==> src/design/assert_macros.svh <==
// Assertion macros shared by the sample validator RTL.
// Each macro expects signals named clk and rst_n in the including scope.
`ifndef ASSERT_MACROS_SVH
`define ASSERT_MACROS_SVH

// The property must hold at every clock edge outside reset.
`define TSV_ASSERT(name, prop, msg) \
    name: assert property (@(posedge clk) disable iff (!rst_n) prop) \
        else $error(msg);

// The expression must never be true at a clock edge outside reset.
`define TSV_ASSERT_NEVER(name, expr, msg) \
    name: assert property (@(posedge clk) disable iff (!rst_n) !(expr)) \
        else $error(msg);

`endif

==> src/design/tsv_pkg.sv <==
`timescale 1ns / 1ps
// Shared types and constants of the temperature sample validator.
// Used by every module of the block; depends on nothing.
package tsv_pkg;

    // Sample and register widths.
    localparam int SAMPLE_W   = 12;
    localparam int SPREAD_W   = 11;
    localparam int CFG_IDX_W  = 2;
    localparam int CFG_DATA_W = 12;

    // Samples that make up one attempt, and the width of the index into them.
    localparam int SAMPLES_PER_ATTEMPT = 3;
    localparam int IDX_W               = 2;

    typedef logic signed [SAMPLE_W-1:0] sample_t;
    typedef logic [1:0]                 reason_t;
    typedef logic [CFG_IDX_W-1:0]       cfg_idx_t;

    // Reading the sensor returns for a lost connection (-127 degrees).
    localparam sample_t DISCONNECT_CODE = -12'sd2032;

    // Failure reasons.
    localparam reason_t REASON_NONE         = 2'd0;
    localparam reason_t REASON_DISCONNECT   = 2'd1;
    localparam reason_t REASON_RANGE        = 2'd2;
    localparam reason_t REASON_INCONSISTENT = 2'd3;

    // Configuration register indexes.
    localparam cfg_idx_t CFG_MIN_VALID  = 2'd0;
    localparam cfg_idx_t CFG_MAX_VALID  = 2'd1;
    localparam cfg_idx_t CFG_MAX_SPREAD = 2'd2;

    // Reset values of the configuration registers.
    localparam sample_t              MIN_VALID_RST  = -12'sd880;
    localparam sample_t              MAX_VALID_RST  = 12'sd2000;
    localparam logic [SPREAD_W-1:0]  MAX_SPREAD_RST = 11'd16;

    // Divide by three: floor(n * RECIP_3 / 2^RECIP_SHIFT) equals floor(n / 3)
    // for every n below 2^14. The offset keeps the dividend positive.
    localparam int                RECIP_SHIFT = 16;
    localparam logic [14:0]       RECIP_3     = 15'd21846;
    localparam logic signed [14:0] MEAN_BIAS  = 15'sd6148;
    localparam logic [12:0]       MEAN_UNBIAS = 13'd2049;

    // Classification of one sample against the marker and the range.
    typedef struct packed {
        logic disconnect;
        logic out_of_range;
    } tsv_class_t;

    // Outcome of the spread check over a full attempt.
    typedef struct packed {
        logic    good;
        sample_t mean;
    } tsv_check_t;

endpackage

==> src/design/tsv_classify.sv <==
`timescale 1ns / 1ps
// Sample classifier: flags the disconnect marker and out-of-range readings.
// Depends on tsv_pkg.
module tsv_classify
    import tsv_pkg::*;
(
    input  sample_t    sample,
    input  sample_t    min_valid,
    input  sample_t    max_valid,
    output tsv_class_t cls
);

    // Raw flags; the sequencer gives the marker priority over the range.
    always_comb
    begin
        cls.disconnect   = (sample == DISCONNECT_CODE);
        cls.out_of_range = (sample < min_valid) || (sample > max_valid);
    end

endmodule

==> src/design/tsv_consistency.sv <==
`timescale 1ns / 1ps
// Spread check and rounded mean over the two stored samples and the current one.
// Depends on tsv_pkg.
module tsv_consistency
    import tsv_pkg::*;
(
    input  sample_t             store0,
    input  sample_t             store1,
    input  sample_t             sample,
    input  logic [SPREAD_W-1:0] max_spread,
    output tsv_check_t          chk
);

    logic signed [13:0] s0_x;
    logic signed [13:0] s1_x;
    logic signed [13:0] s2_x;
    logic signed [13:0] sum;
    logic signed [13:0] t0;
    logic signed [13:0] t1;
    logic signed [13:0] t2;
    logic signed [14:0] d0;
    logic signed [14:0] d1;
    logic signed [14:0] d2;
    logic [13:0]        a0;
    logic [13:0]        a1;
    logic [13:0]        a2;
    logic [12:0]        limit;
    logic               good_w;
    logic signed [14:0] biased;
    logic [13:0]        dividend;
    logic [28:0]        product;
    logic [12:0]        quotient;
    logic [12:0]        mean_w;

    // Sum of the three samples and three times each sample.
    always_comb
    begin
        s0_x = {{2{store0[SAMPLE_W-1]}}, store0};
        s1_x = {{2{store1[SAMPLE_W-1]}}, store1};
        s2_x = {{2{sample[SAMPLE_W-1]}}, sample};
        sum  = s0_x + s1_x + s2_x;
        t0   = (s0_x <<< 1) + s0_x;
        t1   = (s1_x <<< 1) + s1_x;
        t2   = (s2_x <<< 1) + s2_x;
    end

    // Distance of each sample from the mean, scaled by three.
    always_comb
    begin
        d0 = {t0[13], t0} - {sum[13], sum};
        d1 = {t1[13], t1} - {sum[13], sum};
        d2 = {t2[13], t2} - {sum[13], sum};
        a0 = d0[14] ? 14'(-d0) : d0[13:0];
        a1 = d1[14] ? 14'(-d1) : d1[13:0];
        a2 = d2[14] ? 14'(-d2) : d2[13:0];
        limit = 13'({max_spread, 1'b0}) + 13'(max_spread);
        good_w = (a0 <= {1'b0, limit}) && (a1 <= {1'b0, limit})
                 && (a2 <= {1'b0, limit});
    end

    // Rounded mean floor((sum + 1) / 3) through a reciprocal multiply.
    always_comb
    begin
        biased   = {sum[13], sum} + MEAN_BIAS;
        dividend = biased[13:0];
        product  = 29'(dividend) * 29'(RECIP_3);
        quotient = product[28:RECIP_SHIFT];
        mean_w   = quotient - MEAN_UNBIAS;
    end

    // Verdict: the good flag above the mean.
    assign chk = {good_w, mean_w[SAMPLE_W-1:0]};

endmodule

==> src/design/tsv_sequencer.sv <==
`timescale 1ns / 1ps
// Attempt sequencer: sample store, attempt bookkeeping and the result register.
// Depends on tsv_pkg and assert_macros.svh.
`include "assert_macros.svh"
module tsv_sequencer
    import tsv_pkg::*;
#(
    parameter int MAX_ATTEMPTS = 2
)
(
    input  logic       clk,
    input  logic       rst_n,
    input  logic       item_valid,
    input  sample_t    item_sample,
    input  tsv_class_t item_class,
    input  tsv_check_t item_check,
    input  logic       out_ready,
    output logic       consume,
    output sample_t    store0,
    output sample_t    store1,
    output logic       out_valid,
    output logic       ok,
    output sample_t    temperature,
    output logic [1:0] attempts_taken,
    output reason_t    fail_reason
);

    localparam int ATT_W = (MAX_ATTEMPTS > 1) ? $clog2(MAX_ATTEMPTS) : 1;

    logic [IDX_W-1:0] idx_reg;
    logic [IDX_W-1:0] idx_next;
    logic [ATT_W-1:0] att_reg;
    logic [ATT_W-1:0] att_next;
    reason_t          prev_reg;
    reason_t          prev_next;
    sample_t          store0_reg;
    sample_t          store1_reg;
    logic             out_valid_reg;
    logic             ok_reg;
    logic             ok_next;
    sample_t          temperature_reg;
    sample_t          temperature_next;
    logic [1:0]       attempts_reg;
    logic [1:0]       attempts_next;
    reason_t          reason_reg;
    reason_t          reason_next;

    logic             third;
    logic             success;
    logic             failed;
    logic             last_attempt;
    logic             produce;
    logic             load;
    reason_t          reason;
    logic [ATT_W:0]   att_plus;

    // Decide what the current sample does to the attempt.
    always_comb
    begin
        third        = (idx_reg == IDX_W'(SAMPLES_PER_ATTEMPT - 1));
        failed       = item_class.disconnect || item_class.out_of_range
                       || (third && !item_check.good);
        success      = third && item_check.good && !item_class.disconnect
                       && !item_class.out_of_range;
        last_attempt = (att_reg == ATT_W'(MAX_ATTEMPTS - 1));
        produce      = success || (failed && last_attempt);
        consume      = item_valid && (!produce || !out_valid_reg || out_ready);
        load         = consume && produce;
        att_plus     = {1'b0, att_reg} + (ATT_W+1)'(1);
        if (item_class.disconnect)
        begin
            reason = REASON_DISCONNECT;
        end
        else if (item_class.out_of_range)
        begin
            reason = REASON_RANGE;
        end
        else
        begin
            reason = REASON_INCONSISTENT;
        end
    end

    // Next attempt state and result payload.
    always_comb
    begin
        idx_next         = idx_reg;
        att_next         = att_reg;
        prev_next        = prev_reg;
        ok_next          = success;
        temperature_next = success ? item_check.mean : '0;
        attempts_next    = att_plus[1:0];
        reason_next      = success ? prev_reg : reason;
        if (consume)
        begin
            if (produce)
            begin
                idx_next  = '0;
                att_next  = '0;
                prev_next = REASON_NONE;
            end
            else if (failed)
            begin
                idx_next  = '0;
                att_next  = att_plus[ATT_W-1:0];
                prev_next = reason;
            end
            else
            begin
                idx_next = idx_reg + IDX_W'(1);
            end
        end
    end

    // Control state and result valid.
    always_ff @(posedge clk or negedge rst_n)
    begin
        if (!rst_n)
        begin
            idx_reg       <= '0;
            att_reg       <= '0;
            prev_reg      <= REASON_NONE;
            out_valid_reg <= 1'b0;
        end
        else
        begin
            idx_reg  <= idx_next;
            att_reg  <= att_next;
            prev_reg <= prev_next;
            if (load)
            begin
                out_valid_reg <= 1'b1;
            end
            else if (out_ready)
            begin
                out_valid_reg <= 1'b0;
            end
        end
    end

    // Sample store and result payload; written before they are read.
    always_ff @(posedge clk)
    begin
        if (consume && !failed && !third)
        begin
            if (idx_reg == IDX_W'(0))
            begin
                store0_reg <= item_sample;
            end
            else
            begin
                store1_reg <= item_sample;
            end
        end
        if (load)
        begin
            ok_reg          <= ok_next;
            temperature_reg <= temperature_next;
            attempts_reg    <= attempts_next;
            reason_reg      <= reason_next;
        end
    end

    assign store0         = store0_reg;
    assign store1         = store1_reg;
    assign out_valid      = out_valid_reg;
    assign ok             = ok_reg;
    assign temperature    = temperature_reg;
    assign attempts_taken = attempts_reg;
    assign fail_reason    = reason_reg;

    // The sample index wraps after the third sample of an attempt.
    `TSV_ASSERT_NEVER(a_idx_bound, idx_reg == IDX_W'(SAMPLES_PER_ATTEMPT), "sample index overran")
    // Every emitted result starts a fresh sequence.
    `TSV_ASSERT(a_seq_restart, load |=> (idx_reg == '0) && (att_reg == '0), "sequence not restarted")
    // A first-try success carries no earlier reason.
    `TSV_ASSERT(a_first_ok, out_valid_reg && ok_reg && (attempts_reg == 2'd1) |-> reason_reg == REASON_NONE, "stale reason on first success")
    // A failure reports zero temperature and a real reason.
    `TSV_ASSERT(a_fail_payload, out_valid_reg && !ok_reg |-> (temperature_reg == '0) && (reason_reg != REASON_NONE), "bad failure payload")

endmodule

==> src/design/temp_sample_validator_top.sv <==
`timescale 1ns / 1ps
// Top level of the temperature sample validator.
// Depends on tsv_pkg, tsv_classify, tsv_consistency and tsv_sequencer.
//
// Takes one signed 1/16-degree sample per cycle and groups good samples into
// attempts of three; the disconnect marker or a reading outside the
// configured range ends an attempt early, and a full attempt passes when all
// three samples lie within max_spread of their mean. A result (success with
// the rounded mean, or failure after MAX_ATTEMPTS failed attempts) reaches the
// output by way of the input register and the result register: the sample
// that completes it is captured in the input register at its transfer, and
// the check feeds the result register when the sequencer takes that sample.
// Throughput is one sample per cycle; the input side stalls only when a
// sample that completes a result meets a result register still waiting for
// its transfer. Configuration writes take effect on the next cycle.
module temp_sample_validator_top
    import tsv_pkg::*;
#(
    parameter int MAX_ATTEMPTS = 2
)
(
    input  logic                  clk,
    input  logic                  rst_n,
    input  logic                  in_valid,
    output logic                  in_ready,
    input  sample_t               sample,
    output logic                  out_valid,
    input  logic                  out_ready,
    output logic                  ok,
    output sample_t               temperature,
    output logic [1:0]            attempts_taken,
    output reason_t               fail_reason,
    input  logic                  cfg_we,
    input  cfg_idx_t              cfg_index,
    input  logic [CFG_DATA_W-1:0] cfg_data
);

    logic                in_valid_reg;
    sample_t             in_sample_reg;
    sample_t             min_valid_reg;
    sample_t             max_valid_reg;
    logic [SPREAD_W-1:0] max_spread_reg;
    logic                consume;
    sample_t             store0;
    sample_t             store1;
    tsv_class_t          cls;
    tsv_check_t          chk;

    // Input register; it frees whenever the sequencer takes its sample.
    assign in_ready = !in_valid_reg || consume;

    always_ff @(posedge clk or negedge rst_n)
    begin
        if (!rst_n)
        begin
            in_valid_reg <= 1'b0;
        end
        else if (in_ready)
        begin
            in_valid_reg <= in_valid;
        end
    end

    always_ff @(posedge clk)
    begin
        if (in_valid && in_ready)
        begin
            in_sample_reg <= sample;
        end
    end

    // Configuration registers.
    always_ff @(posedge clk or negedge rst_n)
    begin
        if (!rst_n)
        begin
            min_valid_reg  <= MIN_VALID_RST;
            max_valid_reg  <= MAX_VALID_RST;
            max_spread_reg <= MAX_SPREAD_RST;
        end
        else if (cfg_we)
        begin
            unique case (cfg_index)
                CFG_MIN_VALID:  min_valid_reg  <= cfg_data;
                CFG_MAX_VALID:  max_valid_reg  <= cfg_data;
                CFG_MAX_SPREAD: max_spread_reg <= cfg_data[SPREAD_W-1:0];
                default:        ;
            endcase
        end
    end

    tsv_classify u_classify (
        .sample    (in_sample_reg),
        .min_valid (min_valid_reg),
        .max_valid (max_valid_reg),
        .cls       (cls)
    );

    tsv_consistency u_consistency (
        .store0     (store0),
        .store1     (store1),
        .sample     (in_sample_reg),
        .max_spread (max_spread_reg),
        .chk        (chk)
    );

    tsv_sequencer #(
        .MAX_ATTEMPTS (MAX_ATTEMPTS)
    ) u_sequencer (
        .clk            (clk),
        .rst_n          (rst_n),
        .item_valid     (in_valid_reg),
        .item_sample    (in_sample_reg),
        .item_class     (cls),
        .item_check     (chk),
        .out_ready      (out_ready),
        .consume        (consume),
        .store0         (store0),
        .store1         (store1),
        .out_valid      (out_valid),
        .ok             (ok),
        .temperature    (temperature),
        .attempts_taken (attempts_taken),
        .fail_reason    (fail_reason)
    );

endmodule

==> config.mk <==
export PLATFORM = sky130hd
export DESIGN_NAME = temp_sample_validator_top
export DESIGN_NICKNAME = d
export VERILOG_FILES = /design/src/design/tsv_pkg.sv /design/src/design/tsv_classify.sv /design/src/design/tsv_consistency.sv /design/src/design/tsv_sequencer.sv /design/src/design/temp_sample_validator_top.sv
export VERILOG_INCLUDE_DIRS = /design/src /design/src/design
export SDC_FILE = /design/constraint.sdc
export NUM_CORES = 1
export LEC_CHECK = 0
export ABC_AREA = 1
export BUFFER_PORTS_ARGS = -buffer_cell sky130_fd_sc_hd__buf_2
export CAP_MARGIN = 20
export CORE_ASPECT_RATIO = 0.75
export CORE_MARGIN = 2
export CORE_UTILIZATION = 55
export DETAILED_ROUTE_END_ITERATION = 10
export PLACE_DENSITY = 0.75
export SLEW_MARGIN = 20
export SYNTH_ARGS = -nofsm -noshare
export SYNTH_HDL_FRONTEND = slang
export SYNTH_SLANG_ARGS = --single-unit
==> constraint.sdc <==
create_clock -name clk -period 9.79 [get_ports clk]
set_clock_uncertainty 0.15 [all_clocks]
set_input_delay 0.979 -clock clk [delete_from_list [all_inputs] [get_ports clk]]
set_output_delay 0.979 -clock clk [all_outputs]
set_load 0.01 [all_outputs]
==> flow_metrics.tcl <==
set metrics [dict create \
    gp_congestion 0.983 \
    end_kind "flip-flop" \
    wire_per_inst_um 16.6 \
    cts.sinks 95 \
    status "completed" \
    ant_nets 0 \
    dp.cells 2058 \
    synth_cell_types 57 \
    startpoint "in_sample_reg[1]$_DFFE_PP_" \
    cp-start-kind "flip-flop" \
    drt_pass1_iterations 7 \
    setup_viol 0 \
    fin_crit_ns 8.98 \
    hp-start "u_sequencer.prev_reg[0]$_DFFE_PN0P_" \
    grt_max_degree 43 \
    synthCells 1675 \
    die_x_um 186 \
    synth_enable_flop_cells 53 \
    cts_buffer_depth 2 \
    start_util_pct 56.5 \
    drc_errors 0 \
    clockRootBuffer "clkbuf_16" \
    cts_resized 0 \
    grt_first_pass_wirelength_mm 55.8 \
    worstPathRequired_ns 9.74 \
    finalSetupTns_ns 0 \
    cpPeakStageDelay_ns 0.55 \
    critical_path_arrival_ns 8.93 \
    ios 50 \
    drive_above_1_share_pct 8.66 \
    clk_pin_slew_worst_paths_ns 0.07 \
    num_vias 11300 \
    cts_tree "done" \
    tightest_slew_ns 0.832 \
    cts_hold_buffers 0 \
    die_height_um 141 \
    clk_latency_ns 0.36 \
    cp_slowest_cell "edfxtp_1" \
    vias_per_cell 5.45 \
    post-cts-setup-buffers 0 \
    diodes 0 \
    netlist_top_cells_count "324 x inv_1, 314 x nand2_1, 227 x ha_1" \
    finalHoldViolations 0 \
    yosysMostFrequentCell "inv_1" \
    rows 49 \
    maxSlewHeadroom_pct 44.4 \
    rsz0062_at_grt "false" \
    syn_avg_cell_area_um2 8.17 \
    fmax_mhz 111 \
    dp.final_hpwl_mm 29.9 \
    maxCapViolations 0 \
    syn_area_um2 13700 \
    numCtsBuffers 9 \
    htree_levels 3 \
    synth_nets 2036 \
    syn_to_final_growth_pct 7.44 \
    synth_top_area_cell "ha_1" \
    async_reset_ff_share_pct 44.2 \
    worstSetupPathType "flip-flop to flip-flop" \
    worstReg2RegStart "in_sample_reg[1]$_DFFE_PP_" \
    die_area_um2 26200 \
    ys_ff_latch 95 \
    synthFlopType "edfxtp_1" \
    hp-class "flip-flop to flip-flop" \
    layout.cells.non_filler 2074 \
    grt_use_total_pct 27.6 \
    io_buffers 49 \
    slew_viol_final 0 \
    period_share_pct 91.7 \
    yosysWarnings 0 \
    synth.area.top_cells "ha_1 21%, fa_1 15%, edfxtp_1 12%" \
    synth.top_cell.area_share_pct 20.8 \
    drt_iter0_markers 936 \
    path_common_cell "ha_1" \
    totalWireLength_mm 34.5 \
    overflow 0 \
    grt_pass1_vias 10900 \
    ys_seq_area_share_pct 19.4 \
    grt_antenna_before_repair 0 \
    fin_nets 2099 \
    critPathMaxFanout 8 \
    core_um2 24200 \
]
[metrics by stage]
stage | area, um^2 | worst slack [ns] | util (%) | hold slack (ns)
floorplan | 13700 | 1.53 | - | 0.291
global placement | 14400 | 1.19 | 59.4 | 0.309
detailed placement | 14400 | 0.951 | 59.4 | 0.316
CTS | 14700 | 0.898 | 60.7 | 0.334
global route | 14700 | 0.0827 | 60.7 | 0.356
finish | 14700 | 0.808 | 60.7 | 0.338
[layout by cell type (no fill, tap or decap), types with 9 or more instances in the layout]
cell	instances
inv_1	324
nand2_1	314
ha_1	227
fa_1	103
a21oi_1	100
nor2_1	100
nand3_1	72
o21ai_0	71
xor2_1	63
edfxtp_1	53
buf_2	48
dfrtp_1	31
xnor2_1	24
nand4_1	22
nor3_1	17
nand2_2	16
nand3_2	12
buf_4	12
dfstp_2	11
nor2_2	9
clkbuf_16	9
[per-layer routing]
metal  up-vias  routed length (um)  GRT usage, %
li1       5575                   -             -
met1      5336               17200          43.1
met4         0                 316          4.02
met3        32                3160          6.92
met2       363               13900          39.0
met5         -                   0             0
[cells by family (layout without fill, tap and decap cells)]
logic type                 after synthesis  in the layout  synth area share (%)
adders and majority gates              330            330                  35.8
and+or+nand+nor                        587            587                  19.3
DFF                                     95             95                  19.4
muxes                                    1              1                0.0732
buffers and inverters                  334            402                  9.19
AOI/OAI and AO/OA                      237            237                  10.0
xor gates and xnor gates                91             91                  6.13
[area by class of cell]
type / instances / area, um^2
flip-flops and latches: 95 / 2660
well taps: 331 / 414
clock buffers: 9 / 225
clock inverters: 7 / 76.3
inverters: 326 / 1230
multi-input cells: 1246 / 9770
repair buffers: 60 / 330
fillers: 2134 / 9520
[critical path, delay by kind of cell, from the launching register on]
family / cells / cell delay, ns
adders and majority gates: 11 / 4.33
and+or+nand+nor: 9 / 1.50
xor gates and xnor gates: 3 / 1.05
AOI/OAI and AO/OA: 5 / 0.84
DFF: 1 / 0.55
buffers and inverters: 4 / 0.29
[worst paths after layout]
kind	end	slack [ns]	cells after the start
setup / recovery	u_sequencer.temperature[8]$_SDFFCE_PN0P_	0.81	32
setup reg to reg	u_sequencer.temperature[8]$_SDFFCE_PN0P_	0.81	32
max in group asynchronous	u_sequencer.idx_reg[1]$_DFFE_PN0N_	8.60	1
hold / removal	u_sequencer.prev_reg[0]$_DFFE_PN0P_	0.34	2
hold reg to reg	u_sequencer.prev_reg[0]$_DFFE_PN0P_	0.34	2
min in group asynchronous	max_valid_reg[5]$_DFFE_PN0P_	0.48	1
Power is left out: the tool's default activity adds up to more than one toggle a clock period on the data nets, which glitch-free logic cannot reach.
